`config.mk`:
```
export PLATFORM = sky130hd
export DESIGN_NAME = quad_axis_pid_attitude
export DESIGN_NICKNAME = d
export VERILOG_FILES = /design/src/rtl/core/qapa_pkg.sv /design/src/rtl/core/quad_axis_pid_attitude.sv
export VERILOG_INCLUDE_DIRS = /design/src /design/src/rtl/core
export SDC_FILE = /design/constraint.sdc
export NUM_CORES = 2
export LEC_CHECK = 0
export BUFFER_PORTS_ARGS = -buffer_cell sky130_fd_sc_hd__buf_2
export CORE_MARGIN = 8
export CORE_UTILIZATION = 40
export DETAILED_ROUTE_END_ITERATION = 16
export PLACE_DENSITY = 0.55
export SLEW_MARGIN = 40
export SYNTH_ARGS = -nofsm -noshare
export SYNTH_HDL_FRONTEND = slang
export SYNTH_SLANG_ARGS = --single-unit
```
`constraint.sdc`:
```
create_clock -name clock -period 36.4 [get_ports clock]
set_input_delay 10.92 -clock clock [delete_from_list [all_inputs] [get_ports clock]]
set_output_delay 10.92 -clock clock [all_outputs]
set_load 0.01 [all_outputs]
```
`src/rtl/core/quad_axis_pid_attitude_macros.svh`:
```
// Assertion macros shared by the attitude controller RTL.
`ifndef QUAD_AXIS_PID_ATTITUDE_MACROS_SVH
`define QUAD_AXIS_PID_ATTITUDE_MACROS_SVH

// Same-cycle implication under the block's clock and reset.
`define QAPA_ASSERT_NOW(lbl, ante, cons, msg) \
   lbl: assert property (@(posedge clock) disable iff (reset) (ante) |-> (cons)) \
      else $error(msg);

// Next-cycle implication under the block's clock and reset.
`define QAPA_ASSERT_NEXT(lbl, ante, cons, msg) \
   lbl: assert property (@(posedge clock) disable iff (reset) (ante) |=> (cons)) \
      else $error(msg);

`endif

```
`src/rtl/core/qapa_pkg.sv`:
```
// Package: beat types, register indexes and the CORDIC arctangent table.
package qapa_pkg;

   typedef struct packed {
      logic signed [23:0] altitude;
      logic signed [15:0] pitch_angle;
      logic signed [15:0] roll_angle;
      logic signed [15:0] heading_angle;
   } req_beat_type;

   typedef struct packed {
      logic signed [31:0] height_drive;
      logic signed [31:0] roll_drive;
      logic signed [31:0] pitch_drive;
      logic signed [31:0] yaw_drive;
   } rsp_beat_type;

   localparam int CSR_INDEX_W = 3;
   localparam int CSR_DATA_W  = 48;

   localparam logic [CSR_INDEX_W-1:0] REG_GOAL_HEIGHT  = 3'd0;
   localparam logic [CSR_INDEX_W-1:0] REG_GOAL_SIDE    = 3'd1;
   localparam logic [CSR_INDEX_W-1:0] REG_GOAL_FORWARD = 3'd2;
   localparam logic [CSR_INDEX_W-1:0] REG_GOAL_HEADING = 3'd3;
   localparam logic [CSR_INDEX_W-1:0] REG_HEIGHT_GAINS = 3'd4;
   localparam logic [CSR_INDEX_W-1:0] REG_ROLL_GAINS   = 3'd5;
   localparam logic [CSR_INDEX_W-1:0] REG_PITCH_GAINS  = 3'd6;
   localparam logic [CSR_INDEX_W-1:0] REG_YAW_GAINS    = 3'd7;

   localparam longint PI_Q30      = 64'd3373259426;
   localparam longint HALF_PI_Q30 = 64'd1686629713;
   localparam int     ATAN_STEPS  = 24;

   // atan(2^-i) in Q30 radians
   function automatic logic [30:0] atan_q30(input logic [4:0] idx);
      logic [30:0] v;
      case (idx)
         5'd0: v = 31'd843314857;
         5'd1: v = 31'd497837830;
         5'd2: v = 31'd263043837;
         5'd3: v = 31'd133525159;
         5'd4: v = 31'd67021687;
         5'd5: v = 31'd33543516;
         5'd6: v = 31'd16775851;
         5'd7: v = 31'd8388437;
         5'd8: v = 31'd4194283;
         5'd9: v = 31'd2097149;
         5'd10: v = 31'd1048576;
         5'd11: v = 31'd524288;
         5'd12: v = 31'd262144;
         5'd13: v = 31'd131072;
         5'd14: v = 31'd65536;
         5'd15: v = 31'd32768;
         5'd16: v = 31'd16384;
         5'd17: v = 31'd8192;
         5'd18: v = 31'd4096;
         5'd19: v = 31'd2048;
         5'd20: v = 31'd1024;
         5'd21: v = 31'd512;
         5'd22: v = 31'd256;
         5'd23: v = 31'd128;
         default: v = '0;
      endcase
      return v;
   endfunction

endpackage

```
`src/rtl/core/quad_axis_pid_attitude.sv`:
```
// Four-axis PID attitude controller with CORDIC bearings and angle wrap.
//
//   port group | dir | beat / content
//   req_*      | in  | navigation sample: altitude, pitch, roll, heading
//   rsp_*      | out | drive beat: height, roll, pitch, yaw drives
//   csr_*      | in  | register write: index, 48-bit data, no read-back
//
// One sample at a time: a new sample is taken only after the drive beat
//   has left. Each loop uses the shared 16x26 multiplier (three products
//   per loop, each in two halves, multiply then accumulate); the roll and
//   pitch loops first run the CORDIC iterations. Wrap removes 2*pi
//   repeatedly until the angle lies in (-pi, pi].
// Reset clears integrators, previous errors, configuration registers and the sequencer.
// req_stall is high from accept until the drive beat leaves; a stalled
// drive beat stays registered and unchanged.
module quad_axis_pid_attitude
   import qapa_pkg::*;
#(
   parameter int GAIN_FRAC_BITS  = 8,
   parameter int ANGLE_FRAC_BITS = 13,
   parameter int CORDIC_STEPS    = 16
) (
   input  logic                   clock,
   input  logic                   reset,
   input  logic                   req_valid,
   output logic                   req_stall,
   input  req_beat_type           req_data,
   output logic                   rsp_valid,
   input  logic                   rsp_stall,
   output rsp_beat_type           rsp_data,
   input  logic                   csr_we,
   input  logic [CSR_INDEX_W-1:0] csr_index,
   input  logic [CSR_DATA_W-1:0]  csr_wdata
);

`include "quad_axis_pid_attitude_macros.svh"

   localparam int NSTEP = (CORDIC_STEPS < ATAN_STEPS) ? CORDIC_STEPS : ATAN_STEPS;
   localparam int ZSH   = 30 - ANGLE_FRAC_BITS;
   localparam longint PI_Q = (PI_Q30 + (64'd1 << (ZSH - 1))) >>> ZSH;
   localparam logic signed [18:0] P_W  = 19'(PI_Q);
   localparam logic signed [18:0] TP_W = 19'(2 * PI_Q);
   localparam logic signed [33:0] Z_RND = 34'(64'd1 << (ZSH - 1));
   localparam logic signed [33:0] Z_HALF = 34'(HALF_PI_Q30);
   localparam logic signed [67:0] ACC_RND =
      (GAIN_FRAC_BITS == 0) ? 68'sd0 : 68'(64'd1 << (GAIN_FRAC_BITS - 1));
   localparam logic [4:0] LAST_STEP = 5'(NSTEP - 1);

   typedef enum logic [9:0] {
      ST_IDLE  = 10'b0000000001,
      ST_ERR   = 10'b0000000010,
      ST_CORD  = 10'b0000000100,
      ST_ROUND = 10'b0000001000,
      ST_WRAP  = 10'b0000010000,
      ST_MUL   = 10'b0000100000,
      ST_ACC   = 10'b0001000000,
      ST_FIN   = 10'b0010000000,
      ST_OUT   = 10'b0100000000,
      ST_SPARE = 10'b1000000000
   } state_type;

   // configuration
   logic signed [23:0] goal_height_ff, goal_side_ff, goal_forward_ff;
   logic signed [15:0] goal_heading_ff;
   logic [47:0]        gains_ff [4];

   // sequencer and datapath
   state_type          state_ff, state_in;
   logic [1:0]         ax_ff, ax_in;
   logic [1:0]         term_ff, term_in;
   logic               half_ff, half_in;
   logic [4:0]         step_ff, step_in;
   req_beat_type       smp_ff, smp_in;
   logic signed [24:0] eh_ff, eh_in;
   logic signed [28:0] cx_ff, cx_in, cy_ff, cy_in;
   logic signed [33:0] cz_ff, cz_in;
   logic signed [18:0] wr_ff, wr_in;
   logic signed [25:0] err_ff, err_in;
   logic signed [41:0] prod_ff, prod_in;
   logic signed [67:0] acc_ff, acc_in;
   logic signed [47:0] sum_ff [4];
   logic signed [25:0] prev_ff [4];
   logic signed [31:0] drive_ff [4];

   // combinational helpers
   logic signed [24:0] cin_x, cin_y;
   logic signed [15:0] meas_angle;
   logic signed [28:0] dx, dy;
   logic signed [33:0] z_round;
   logic signed [17:0] bearing;
   logic signed [48:0] sum_e;
   logic signed [26:0] diff_e;
   logic signed [49:0] opnd;
   logic signed [25:0] mul_b;
   logic signed [15:0] gain;
   logic signed [67:0] acc_r;
   logic signed [67:0] drv_full;
   logic signed [31:0] drv_sat;
   logic signed [47:0] sum_sat;
   logic               req_acc, rsp_acc;

   assign req_acc   = req_valid && !req_stall;
   assign rsp_acc   = rsp_valid && !rsp_stall;
   assign req_stall = (state_ff != ST_IDLE);
   assign rsp_valid = (state_ff == ST_OUT);

   assign rsp_data.height_drive = drive_ff[0];
   assign rsp_data.roll_drive   = drive_ff[1];
   assign rsp_data.pitch_drive  = drive_ff[2];
   assign rsp_data.yaw_drive    = drive_ff[3];

   // register writes
   always_ff @(posedge clock) begin
      if (reset) begin
         goal_height_ff  <= '0;
         goal_side_ff    <= '0;
         goal_forward_ff <= '0;
         goal_heading_ff <= '0;
         for (int i = 0; i < 4; i++) gains_ff[i] <= '0;
      end else if (csr_we) begin
         case (csr_index)
            REG_GOAL_HEIGHT:  goal_height_ff  <= csr_wdata[23:0];
            REG_GOAL_SIDE:    goal_side_ff    <= csr_wdata[23:0];
            REG_GOAL_FORWARD: goal_forward_ff <= csr_wdata[23:0];
            REG_GOAL_HEADING: goal_heading_ff <= csr_wdata[15:0];
            REG_HEIGHT_GAINS: gains_ff[0]     <= csr_wdata;
            REG_ROLL_GAINS:   gains_ff[1]     <= csr_wdata;
            REG_PITCH_GAINS:  gains_ff[2]     <= csr_wdata;
            REG_YAW_GAINS:    gains_ff[3]     <= csr_wdata;
            default: ;
         endcase
      end
   end

   // CORDIC operands: roll bearing is atan2(side, eh), pitch is atan2(eh, forward)
   always_comb begin
      if (ax_ff == 2'd1) begin
         cin_y      = 25'(goal_side_ff);
         cin_x      = eh_ff;
         meas_angle = smp_ff.roll_angle;
      end else begin
         cin_y      = eh_ff;
         cin_x      = 25'(goal_forward_ff);
         meas_angle = smp_ff.pitch_angle;
      end
   end

   assign dx      = cy_ff >>> step_ff;
   assign dy      = cx_ff >>> step_ff;
   assign z_round = cz_ff + Z_RND;
   assign bearing = 18'(z_round >>> ZSH);

   // PID operand for the current term; split into two multiplier halves
   assign sum_e  = 49'(sum_ff[ax_ff]) + 49'(err_ff);
   assign diff_e = 27'(err_ff) - 27'(prev_ff[ax_ff]);

   always_comb begin
      case (term_ff)
         2'd0:    opnd = 50'(err_ff);
         2'd1:    opnd = 50'(sum_e);
         default: opnd = 50'(diff_e);
      endcase
      case (term_ff)
         2'd0:    gain = gains_ff[ax_ff][15:0];
         2'd1:    gain = gains_ff[ax_ff][31:16];
         default: gain = gains_ff[ax_ff][47:32];
      endcase
      // upper half carries the sign, lower half is a plain magnitude
      mul_b = half_ff ? 26'($signed(opnd[49:25])) : $signed({1'b0, opnd[24:0]});
   end

   assign prod_in  = gain * mul_b;
   assign acc_r    = acc_ff + ACC_RND;
   assign drv_full = acc_r >>> GAIN_FRAC_BITS;

   always_comb begin
      if (drv_full > 68'sd2147483647)       drv_sat = 32'sh7FFFFFFF;
      else if (drv_full < -68'sd2147483648) drv_sat = 32'sh80000000;
      else                                  drv_sat = drv_full[31:0];
      if (ax_ff == 2'd0) begin
         if (sum_e[48] != sum_e[47]) sum_sat = sum_e[48] ? {1'b1, 47'd0} : {1'b0, {47{1'b1}}};
         else                        sum_sat = sum_e[47:0];
      end else begin
         if (sum_e > 49'sd2147483647)       sum_sat = 48'sh7FFFFFFF;
         else if (sum_e < -49'sd2147483648) sum_sat = -48'sd2147483648;
         else                               sum_sat = sum_e[47:0];
      end
   end

   // sequencer
   always_comb begin
      state_in = state_ff;
      ax_in    = ax_ff;
      term_in  = term_ff;
      half_in  = half_ff;
      step_in  = step_ff;
      smp_in   = smp_ff;
      eh_in    = eh_ff;
      cx_in    = cx_ff;
      cy_in    = cy_ff;
      cz_in    = cz_ff;
      wr_in    = wr_ff;
      err_in   = err_ff;
      acc_in   = acc_ff;
      case (state_ff)
         ST_IDLE: begin
            if (req_acc) begin
               smp_in   = req_data;
               eh_in    = 25'(goal_height_ff) - 25'(req_data.altitude);
               ax_in    = 2'd0;
               state_in = ST_ERR;
            end
         end
         ST_ERR: begin
            term_in = 2'd0;
            half_in = 1'b0;
            acc_in  = '0;
            step_in = '0;
            case (ax_ff)
               2'd0: begin
                  err_in   = 26'(eh_ff);
                  state_in = ST_MUL;
               end
               2'd3: begin
                  wr_in    = 19'(goal_heading_ff) - 19'(smp_ff.heading_angle);
                  state_in = ST_WRAP;
               end
               default: begin
                  if (cin_x == '0 && cin_y == '0) begin
                     // zero vector: bearing is zero
                     wr_in    = -19'(meas_angle);
                     state_in = ST_WRAP;
                  end else begin
                     if (cin_x < 0) begin
                        if (cin_y >= 0) begin
                           cx_in = 29'(cin_y);
                           cy_in = -29'(cin_x);
                           cz_in = Z_HALF;
                        end else begin
                           cx_in = -29'(cin_y);
                           cy_in = 29'(cin_x);
                           cz_in = -Z_HALF;
                        end
                     end else begin
                        cx_in = 29'(cin_x);
                        cy_in = 29'(cin_y);
                        cz_in = '0;
                     end
                     state_in = ST_CORD;
                  end
               end
            endcase
         end
         ST_CORD: begin
            if (cy_ff > 0) begin
               cx_in = cx_ff + dx;
               cy_in = cy_ff - dy;
               cz_in = cz_ff + $signed(34'(atan_q30(step_ff)));
            end else begin
               cx_in = cx_ff - dx;
               cy_in = cy_ff + dy;
               cz_in = cz_ff - $signed(34'(atan_q30(step_ff)));
            end
            step_in = step_ff + 5'd1;
            if (step_ff == LAST_STEP) state_in = ST_ROUND;
         end
         ST_ROUND: begin
            wr_in    = 19'(bearing) - 19'(meas_angle);
            state_in = ST_WRAP;
         end
         ST_WRAP: begin
            // one 2*pi correction per cycle until inside (-pi, pi]
            if (wr_ff > P_W)        wr_in = wr_ff - TP_W;
            else if (wr_ff <= -P_W) wr_in = wr_ff + TP_W;
            else begin
               err_in   = 26'(wr_ff);
               state_in = ST_MUL;
            end
         end
         ST_MUL: state_in = ST_ACC;
         ST_ACC: begin
            acc_in = half_ff ? acc_ff + (68'(prod_ff) <<< 25) : acc_ff + 68'(prod_ff);
            if (half_ff) begin
               half_in = 1'b0;
               if (term_ff == 2'd2) state_in = ST_FIN;
               else begin
                  term_in  = term_ff + 2'd1;
                  state_in = ST_MUL;
               end
            end else begin
               half_in  = 1'b1;
               state_in = ST_MUL;
            end
         end
         ST_FIN: begin
            if (ax_ff == 2'd3) state_in = ST_OUT;
            else begin
               ax_in    = ax_ff + 2'd1;
               state_in = ST_ERR;
            end
         end
         ST_OUT: begin
            if (rsp_acc) state_in = ST_IDLE;
         end
         default: state_in = ST_IDLE;
      endcase
   end

   always_ff @(posedge clock) begin
      if (reset) begin
         state_ff <= ST_IDLE;
         ax_ff    <= '0;
         term_ff  <= '0;
         half_ff  <= 1'b0;
         step_ff  <= '0;
         for (int i = 0; i < 4; i++) begin
            sum_ff[i]  <= '0;
            prev_ff[i] <= '0;
         end
      end else begin
         state_ff <= state_in;
         ax_ff    <= ax_in;
         term_ff  <= term_in;
         half_ff  <= half_in;
         step_ff  <= step_in;
         if (state_ff == ST_FIN) begin
            sum_ff[ax_ff]  <= sum_sat;
            prev_ff[ax_ff] <= err_ff;
         end
      end
   end

   // payload registers
   always_ff @(posedge clock) begin
      smp_ff  <= smp_in;
      eh_ff   <= eh_in;
      cx_ff   <= cx_in;
      cy_ff   <= cy_in;
      cz_ff   <= cz_in;
      wr_ff   <= wr_in;
      err_ff  <= err_in;
      acc_ff  <= acc_in;
      if (state_ff == ST_MUL) prod_ff <= prod_in;
      if (state_ff == ST_FIN) drive_ff[ax_ff] <= drv_sat;
   end

   `QAPA_ASSERT_NEXT(a_accept_starts, req_acc, state_ff == ST_ERR && ax_ff == 2'd0, "accept did not start height loop")
   `QAPA_ASSERT_NEXT(a_last_loop_out, state_ff == ST_FIN && ax_ff == 2'd3, rsp_valid, "no drive beat after yaw loop")
   `QAPA_ASSERT_NOW(a_cordic_bound, state_ff == ST_CORD, step_ff <= LAST_STEP, "CORDIC step overran")
   `QAPA_ASSERT_NEXT(a_rsp_frees, rsp_acc, !rsp_valid && !req_stall, "block not free after drive beat")

endmodule
```
==> results by group <==
Outcome
  – Result of the run: completed

STA
  – Post-route minimum period: 13870 ps
  – Setup skew after layout: about 30 ps
  – Setup repair after global routing missed its margin: false
  – Final sum of negative setup slack: 0 ps
  – Transition at the pin with the smallest max-transition slack: slightly above 900 ps
  – Endpoints failing setup: 0
  – Final-report hold violation count: 0
  – Achievable clock frequency: 0.0721 GHz
  – Period utilization: 0.381
  – Final slew viol count: 0
  – Relative slew margins: 0.380

Pwr
  – Ratio of total power to cell area: ~54 nW/um^2
  – Static Leakage: about 37 nW
  – Total power: 5.05 mW
  – IR Drop Worst-Case VDD: roughly 110 uV

GRT
  – Met2 routing resource usage after global routing: 0.387
  – Wire length of the first global-routing pass: between 400000 and 500000 um
  – Met3 GRT Util: 0.0301
  – Final global-route overflow total: 0
  – Largest net degree at the start of global routing: 101
  – Most congested layer reported by global routing: met2
  – Vias in the first global route: 66700
  – Number of antenna violations at the first check in global routing: 21
  – GRT Resource Usage Total: 0.230
  – Met1 Usage GRT: 0.305

Logic synthesis
  – Net count of the mapped netlist: just under 10000
  – Simple-Gate Fraction of Synth Area: 0.168
  – Synthesized-area fraction occupied by ao, oa, aoi and oai cells: 0.139
  – Syn_area_per_cell: just under 10 um^2
  – Number of flops mapped to enable cells by yosys: 931
  – Synthesized cell area: 84700 um^2
  – Adder-cell share of the synthesized area: 0.167
  – Async set-or-reset flop fraction in the synthesized netlist: 0
  – Proportion of synthesized area in mux cells: 0.0600
  – Ys flop type: edfxtp_1
  – Xor-xnor portion of the synthesized cell area: 0.0518
  – Number of different library cells in the post-synthesis netlist: 93
  – Total of warnings raised by yosys: 0
  – Main combinational cell family by area after synthesis: simple AND/OR/NAND/NOR gates
  – Syn Inst Count: 8752
  – Total of flip-flops plus latches after synthesis: 1070
  – Share of the yosys chip area belonging to registers: 0.363

CTS
  – Number of H-tree levels: 4
  – Clock transition at path regs: approximately 60 ps
  – Clock tree from TritonCTS: yes
  – Maximum buffer depth of the clock tree: 3
  – CTS Sinks: approximately 1100
  – Clk Latency, worst-skew pair: ~810 ps
  – Buffers inserted by post-CTS timing repair: 0
  – TritonCTS buffer count: approximately 130
  – # resized after CTS: 0
  – Hold_buf cts: 0
  – Root buf cell: clkbuf_16

Route
  – Average routed wire per standard cell: about 23 um
  – Ratio of routed vias to standard cells: roughly 5.7
  – Iteration-0 DRC count of the detailed router: between 5000 and 6000
  – Number of remaining DRC errors: 0
  – Routed vias: between 60000 and 70000
  – Count of nets left with antenna violations after detail routing: 0
  – Total Routed Length: ~270000 um
  – First-pass DRT Iterations: 9

Worst hold path
  – Worst hold-check path type: reg2reg
  – Startpoint of the worst hold path: goal_side_ff[14]

Placement
  – Estimated wirelength of the detail-placed design: roughly 200000 um
  – Quantity of I/O buffers inserted on ports: 257
  – Weighted congestion at the end of routability-driven global placement: approximately 0.9

Cells and area
  – Post-layout nets: 9877
  – Area Overhead vs Synth: 10.9%
  – Most frequent cells in the layout: edfxtp_1 (931), nor2_1 (853), nand2_1 (836), inv_1 (708), a21oi_1 (665)
  – Fraction of final layout cells with drive strength greater than 1: 0.109
  – Most common library cell in the layout ignoring fill and taps: edfxtp_1

Setup path
  – Critical path endpoint category: flip-flop
  – Type of the worst setup path: in2reg
  – Launching element of the worst setup path: req_data[49]
  – Critical Path Fanout Max: 3
  – Data required time of the critical path: 36960 ps
  – Worst path arrival time: around 14000 ps
  – Type of element launching the critical path: primary input

Run
  – Number of max-capacitance violations reported: 0

Die
  – Standard-cell row count: around 170
  – Starting Density: 0.401
  – Die area: about 230000 um^2
  – Width of the chip: between 400 and 500 um
  – Num ports: around 260
  – Height of the die: 476 um
  – Core region area: 211000 um^2
## where the power goes
part           switching (mW)  internal, mW  total (mW)  leakage [nW]
clock                   0.568         0.801        1.37          2.20
sequential             0.0416          1.49        1.53          9.94
combinational            1.25         0.900        2.15          25.1
## registers in the layout, summed over array words and instances (netlist names), 25 cells and up, named ones only
| register | cells |
|---|---|
| cz_ff | 34 |
| acc_ff | 68 |
| err_ff | 25 |
| eh_ff | 25 |
| cx_ff | 29 |
| prod_ff | 42 |
| sum_ff | 192 |
| drive_ff | 128 |
| cy_ff | 29 |
| gains_ff | 192 |
| smp_ff | 48 |
| prev_ff | 100 |
## logic make-up after synthesis
group	count (synthesis)
and+or+nand+nor	2981
xor gates and xnor gates	499
buffers and inverters	1122
adders and majority gates	884
AOI/OAI and AO/OA	1920
DFF	1070
muxes	276
## cell usage after synthesis (all sizes together), types with 184 or more instances
cell type / n / area [um^2]
mux4: 184 / 4140
fa: 413 / 8270
xnor2: 308 / 2700
ha: 471 / 5890
a21oi: 674 / 3370
and2: 350 / 2190
nand2: 839 / 3150
clkbuf: 327 / 1230
o21ai: 453 / 2270
edfxtp: 931 / 28000
xor2: 190 / 1660
nor2: 863 / 3240
nor3: 224 / 1270
inv: 710 / 2670
## path summary, 6_finish.rpt
check	end	depth (start not counted)	slack, ps
max	eh_ff[23]	17	22530
min	goal_side_ff[14]	2	450
max reg2reg	prod_ff[41]	39	23750
min reg2reg	goal_side_ff[14]	2	450
## area by class of cell
type / instances / area (um^2)
fill: 20100 / 117000
sequential: 1070 / 30800
clock buffer: 159 / 3560
tap: 2821 / 3530
antenna: 11 / 27.5
multi-input combinational: 6560 / 50100
timing repair buffer: 390 / 2370
inverter: 712 / 2670
clock inverter: 83 / 951
## critical path, cell delays in order
cell and delay (ps):
buf_2 100, inv_1 50, ha_1 270, nor2b_1 120, o21ai_0 240, a21boi_0 180
o21ai_0 250, a21boi_0 190, o2111ai_1 270, a31oi_1 190, a41oi_1 390, a211oi_1 190
a41o_1 300, o41a_1 350, a21oi_1 190, o21bai_1 100, xnor2_1 130
## per-stage QoR
stage	setup slack, ps	cell area [um^2]	utilization	hold slack (ps)	cells
floorplan	21900	84700	-	436	8752
global placement	21790	89200	0.422	442	11500
detailed placement	21770	89300	0.423	447	11500
CTS	22640	93800	0.444	455	11800
global route	22250	93900	0.445	472	11800
finish	22530	93900	0.445	455	11800
## routing by layer
layer | wire (um) | up-vias
met4 | 10900 | 6
met2 | 128000 | 2118
met5 | 41 | -
met1 | 115000 | 33100
met3 | 15300 | 458
li1 | - | 31100
Power figures use the tool's default switching activity.
